==> src/qmc_pkg.sv <==
// ----------------------------------------------------------------------------
// qmc_pkg
// Shared constants, codes and types of the quintet mean curvature unit.
// ----------------------------------------------------------------------------
package qmc_pkg;

  // geometry of one transaction
  localparam int DIMS        = 3;
  localparam int NUM_CORNERS = 4;
  localparam int NUM_POINTS  = NUM_CORNERS + 1;
  localparam int CENTRE_IDX  = NUM_CORNERS;
  localparam int POINT_W     = 63;

  // corner slots in the order they travel
  localparam int C00 = 0;
  localparam int C20 = 1;
  localparam int C02 = 2;
  localparam int C22 = 3;

  // defaults of the top-level parameters
  localparam int COORD_BITS_DEF    = 21;
  localparam int FRACTION_BITS_DEF = 10;

  // result format: H in Q16.16, and 1/2 of the formula folded in
  localparam int H_W          = 32;
  localparam int H_FRAC_SHIFT = 15;
  localparam int QUOT_W       = H_W + 1;

  // configuration port
  localparam int BOX_W    = 20;
  localparam int NUM_REGS = 4;
  localparam int APB_DW   = 32;
  localparam int APB_AW   = $clog2(4 * NUM_REGS);

  // implementation constants
  localparam int QUEUE_DEPTH = 2;
  localparam int MUL_CHUNK   = 24;

  typedef enum logic [1:0] {
    REG_PERIODIC = 2'd0,
    REG_BOX_X    = 2'd1,
    REG_BOX_Y    = 2'd2,
    REG_BOX_Z    = 2'd3
  } reg_idx_t;

  typedef enum logic [1:0] {
    ST_VALID = 2'd0,
    ST_ZERO  = 2'd1,
    ST_SAT   = 2'd2
  } status_t;

  typedef struct packed {
    logic                       periodic_enable;
    logic [DIMS-1:0][BOX_W-1:0] box;
  } cfg_t;

  typedef struct packed {
    logic neg;
    logic zero;
    logic ovf;
  } div_tag_t;

  typedef struct packed {
    logic signed [H_W-1:0] h;
    logic [1:0]            status;
  } res_t;

endpackage

==> src/qmc_queue.sv <==
// ----------------------------------------------------------------------------
// qmc_queue
// Short first-in first-out queue between the front and the back.
// ----------------------------------------------------------------------------
module qmc_queue import qmc_pkg::*; #(
  parameter int W = 8
) (
  input  logic         clk,
  input  logic         rst_n,
  input  logic         push,
  input  logic [W-1:0] din,
  output logic         full,
  input  logic         pop,
  output logic [W-1:0] dout,
  output logic         nonempty
);

  localparam int PTR_W = (QUEUE_DEPTH > 1) ? $clog2(QUEUE_DEPTH) : 1;
  localparam int CNT_W = $clog2(QUEUE_DEPTH + 1);

  logic [W-1:0]     mem_r [QUEUE_DEPTH];
  logic [PTR_W-1:0] wr_ptr_r, rd_ptr_r;
  logic [CNT_W-1:0] cnt_r;

  assign full     = (cnt_r == CNT_W'(QUEUE_DEPTH));
  assign nonempty = (cnt_r != '0);
  assign dout     = mem_r[rd_ptr_r];

  // advance pointers and occupancy
  always_ff @(posedge clk) begin
    if (!rst_n) begin
      wr_ptr_r <= '0;
      rd_ptr_r <= '0;
      cnt_r    <= '0;
    end else begin
      if (push) begin
        wr_ptr_r <= (wr_ptr_r == PTR_W'(QUEUE_DEPTH - 1)) ? '0 : wr_ptr_r + 1'b1;
      end
      if (pop) begin
        rd_ptr_r <= (rd_ptr_r == PTR_W'(QUEUE_DEPTH - 1)) ? '0 : rd_ptr_r + 1'b1;
      end
      if (push && !pop) begin
        cnt_r <= cnt_r + 1'b1;
      end else if (pop && !push) begin
        cnt_r <= cnt_r - 1'b1;
      end
    end
  end

  always_ff @(posedge clk) begin
    if (push) begin
      mem_r[wr_ptr_r] <= din;
    end
  end

endmodule

==> config.mk <==
export PLATFORM = sky130hd
export DESIGN_NAME = qmc_queue
export DESIGN_NICKNAME = d
export VERILOG_FILES = /design/src/qmc_pkg.sv /design/src/qmc_queue.sv
export SDC_FILE = /design/constraint.sdc
export NUM_CORES = 1
export LEC_CHECK = 0
export ABC_CLOCK_PERIOD_IN_PS = 1100
export BUFFER_PORTS_ARGS = -buffer_cell sky130_fd_sc_hd__buf_2
export CORE_UTILIZATION = 35
export CTS_BUF_LIST = sky130_fd_sc_hd__clkbuf_4 sky130_fd_sc_hd__clkbuf_8
export DETAILED_ROUTE_END_ITERATION = 10
export PLACE_DENSITY = 0.58
export RECOVER_POWER = 50
export SLEW_MARGIN = 20
export SYNTH_ARGS = -nofsm -noshare
export SYNTH_HDL_FRONTEND = slang
export SYNTH_SLANG_ARGS = --single-unit
==> constraint.sdc <==
create_clock -name clk -period 1.1 [get_ports clk]
set_input_delay 0.11 -clock clk [delete_from_list [all_inputs] [get_ports clk]]
set_output_delay 0.11 -clock clk [all_outputs]
set_load 0.05 [all_outputs]
### Word level (Yosys, flattened, before mapping)

Memories as Yosys holds them, arrays and structs flattened. A register that Yosys moved wholly into a read port is not among the register bits.
Cells that the tools add are included.

| word-level totals | value |
|---|---|
| logic and storage cells | 23 |
| RAM bits | 16 |
| memories kept | 1 |
| input port bits | 12 |
| flip-flop bits (word level) | 4 |
| output and inout port bits | 10 |

| cells by class | value |
|---|---|
| reduce and logical (&&, ||, !) cells | 6 |
| equality and inequality tests | 1 |
| $add $sub $neg | 4 |
| mux-type cells | 8 |

Memory list:

| memory | depth | width | read ports | clocked after memory_dff | write ports | line | RTL |
|---|---|---|---|---|---|---|---|
| mem_r | 2 | 8 | 1 | 1 | 1 | qmc_queue.sv:21 | `logic [W-1:0] mem_r [QUEUE_DEPTH];` |

Operators with widths:

| cell | count |
|---|---|
| $mux 1 | 6 |
| $mux 2 | 2 |
| $reduce_bool 2->1 | 2 |
| $add 1x1->1 const B | 2 |
| $add 2x1->2 const B | 1 |
| $eq 2x2->1 const B | 1 |
| $logic_and 1x1->1 | 2 |
| $logic_not 1->1 | 2 |
| $sub 2x1->2 const B | 1 |

### Depth between registers and ports, before layout

| logic depth | value |
|---|---|
| depth after elaboration | 4 |
| depth in mapped cells | 5 |

### Worst setup path before layout

Ideal clock, no wire load.

| timing path | value |
|---|---|
| path type | flip-flop to flip-flop |
| start | reg wr_ptr_r |
| end | mem mem_r[0][0], enable pin |
| required time | 0.725 ns |
| stages on the path, launching flop included | 2 |
| arrival time | 0.730 ns |
| path slack | -0.004 ns |
| period minus slack after synthesis | 1.104 ns |
| setup time | 0.375 ns |
| cells stage by stage | dfxtp_1 -> nor2b_1 |

RTL lines:

| element | line | RTL |
|---|---|---|
| start, declared | qmc_queue.sv:22 | `logic [PTR_W-1:0] wr_ptr_r, rd_ptr_r;` |
| start signal, assigned | qmc_queue.sv:37 | `wr_ptr_r <= (wr_ptr_r == PTR_W'(QUEUE_DEPTH - 1)) ? '0 : wr_ptr_r + 1'b1;` |
| end, declared | qmc_queue.sv:21 |  |

Straight into the memory's write port.

==> flow_metrics.tcl <==
set metrics [dict create \
    async_flop_share 0 \
    synthesis.instances 47 \
    cts_buffer_depth 2 \
    area_delta_synth_final_pct 56.8 \
    antennaDiodeCount 0 \
    grt_use_total 0.126 \
    syn-num-nets 60 \
    yosys.area.top_type "edfxtp_1" \
    yosysMostFrequentCell "edfxtp_1" \
    worstPathMaxFanout 5 \
    rsz0062_at_grt "yes" \
    rows 16 \
    maxSlewViolCount 0 \
    fp.coreArea_sq_um 2040 \
    synth-main-ff-cell "edfxtp_1" \
    setup_slack_ns -0.255 \
    htreeDepth 1 \
    dp_slack_ns -0.00124 \
    worstHoldPathType "input port to register" \
    io_buffers 21 \
    drc 0 \
    synthesis.area_sq_um 797 \
    wl_per_cell_um 11.4 \
    cts_tree "done" \
    grt_pass1_wl_um 2220 \
    final_nets 102 \
    finalCritPeriodShare 1.23 \
    final.min_clock_period_ns 1.35 \
    synth_top_area_frac 0.603 \
    tightestPinTransition_ns 0.159 \
    violations "setup timing" \
    critPathLaunchType "register" \
    finClkSkew_ns 0.00151 \
    io_pins 22 \
    die_width_um 49.7 \
    slew_headroom 0.893 \
    synth_common_cells "edfxtp_1 (16), mux2_2 (8), dfxtp_1 (5)" \
    crit_slowest_cell "dfxtp_2" \
    yosys_register_bits 21 \
    arrival_ns 1.24 \
    gp_congestion 0.634 \
    dp_hpwl_um 932 \
    cp-end-kind "primary output" \
    avgSynthCellArea_sq_um 17.0 \
    setup_viol 10 \
    postRouteAntennaNets 0 \
    wl_um 1310 \
    drive_above_1_share 0.500 \
    cts_num_sinks 21 \
    dr.pass1.iters 2 \
    required_ns 0.99 \
    ys_seq_area_frac 0.728 \
    max-vdd-ir-drop_v 0.000768 \
    static-leakage-power_nw 0.518 \
    maxCapViolCount 0 \
    grt_max_degree 12 \
    run_status "finished with violations" \
    power_mw 1.86 \
    grt_pass1_vias 486 \
    yosys_warnings 0 \
    hold_viol 0 \
    root_buffer "clkbuf_4" \
    p_per_area_nw_per_um2 1490 \
    num_vias 499 \
    initial_utilization 0.390 \
    worstSetupPathType "register to primary output" \
    viasPerCell 4.34 \
    cp_cell_sequence "buf_6 -> mux2_4 -> buf_8" \
    cpPeakStageDelay_ns 0.35 \
    cts_buffers 3 \
    antenna_found_initial 0 \
    synth_cell_types 16 \
    dieArea_sq_um 2470 \
    synth_edf_count 16 \
    clk_pin_slew_ns 0.10 \
    first_iter_violations 8 \
    clock_latency_ns 0.29 \
    max_freq_mhz 738 \
    netlist_top_cells_area "edfxtp_1 (60%), dfxtp_1 (13%), mux2_2 (11%)" \
    gr-total-overflow 0 \
    fp.dieH_um 49.7 \
]
## cell type report
| cell class | instances | area [sq um] |
|---|---|---|
| Clock buffer | 4 | 30.0 |
| Tap cell | 27 | 33.8 |
| Inverter | 1 | 3.75 |
| Sequential cell | 21 | 584 |
| Multi-Input combinational cell | 24 | 243 |
| Fill cell | 177 | 792 |
| Timing Repair Buffer | 38 | 355 |
## routing by layer
layer,up-vias,track usage,share of wire
met4,0,0.0714,0.014
li1,251,-,-
met1,231,0.153,0.44
met5,-,0,0
met2,15,0.205,0.51
met3,2,0.0278,0.040
## state kept, by name, summed over array words and instances, names as in the netlist, named ones only
name      count
cnt_r         2
wr_ptr_r      1
mem_r        16
rd_ptr_r      1
## critical path: cells and delay by family, from the launching register on
kind / cells / cell delay [ns]
buf+inv: 2 / 0.28
mux: 1 / 0.31
flops: 1 / 0.35
## path summary, 6_finish.rpt
check	startpoint	end	slack (ns)	cells past startpoint
worst max-delay path	register	dout[3]	-0.25	3
worst min-delay path	rst_n	wr_ptr_r	0.06	2
worst max register to register	cnt_r[0]	cnt_r[1]	0.01	4
worst min register to register	cnt_r[1]	cnt_r[1]	0.50	2
## cells in the final DEF (no fill, tap or decap), drive strengths merged
cell / count
o21a: 1
or3: 1
nor2b: 2
dlygate4sd3: 8
xnor2: 1
o21ai: 1
a21boi: 1
xor2: 2
and2: 4
inv: 1
and2b: 1
mux2: 8
clkbuf: 8
or2: 1
buf: 26
ha: 1
dfxtp: 5
edfxtp: 16
## metrics by stage
stage	area, sq um	setup TNS [ns]	cells	util	hold slack (ns)
after floorplan	800	0	47	-	0.209
after global placement	993	0	102	0.487	0.300
after detailed placement	993	-0.00124	102	0.487	0.302
after CTS	1250	-2.21	115	0.613	0.0522
after global routing	1250	-2.63	115	0.612	0.0522
final	1250	-2.02	115	0.612	0.0621
## cells by family after synthesis
logic type	synth area share
xor+xnor	0.0330
fa+ha+maj	0.0157
flops	0.728
buf+inv	0.0110
compound gates	0.0251
mux	0.113
simple gates	0.0738
## what timing repair did
item / 4_1_cts / 5_1_grt
gates cloned: 0 / 0
resized for setup: 43 / 1
setup buffers: 1 / 0
setup endpoints to repair: 10 / 11
pin swaps: 2 / 1
hold endpoints to repair: 15 / 0
hold buffers: 8 / 0
## report_power, final
group,internal [mW],switching [mW]
Combinational,0.277,0.272
Clock,0.166,0.213
Sequential,0.911,0.0219
Total,1.35,0.507
Power figures use the tool's default switching activity.
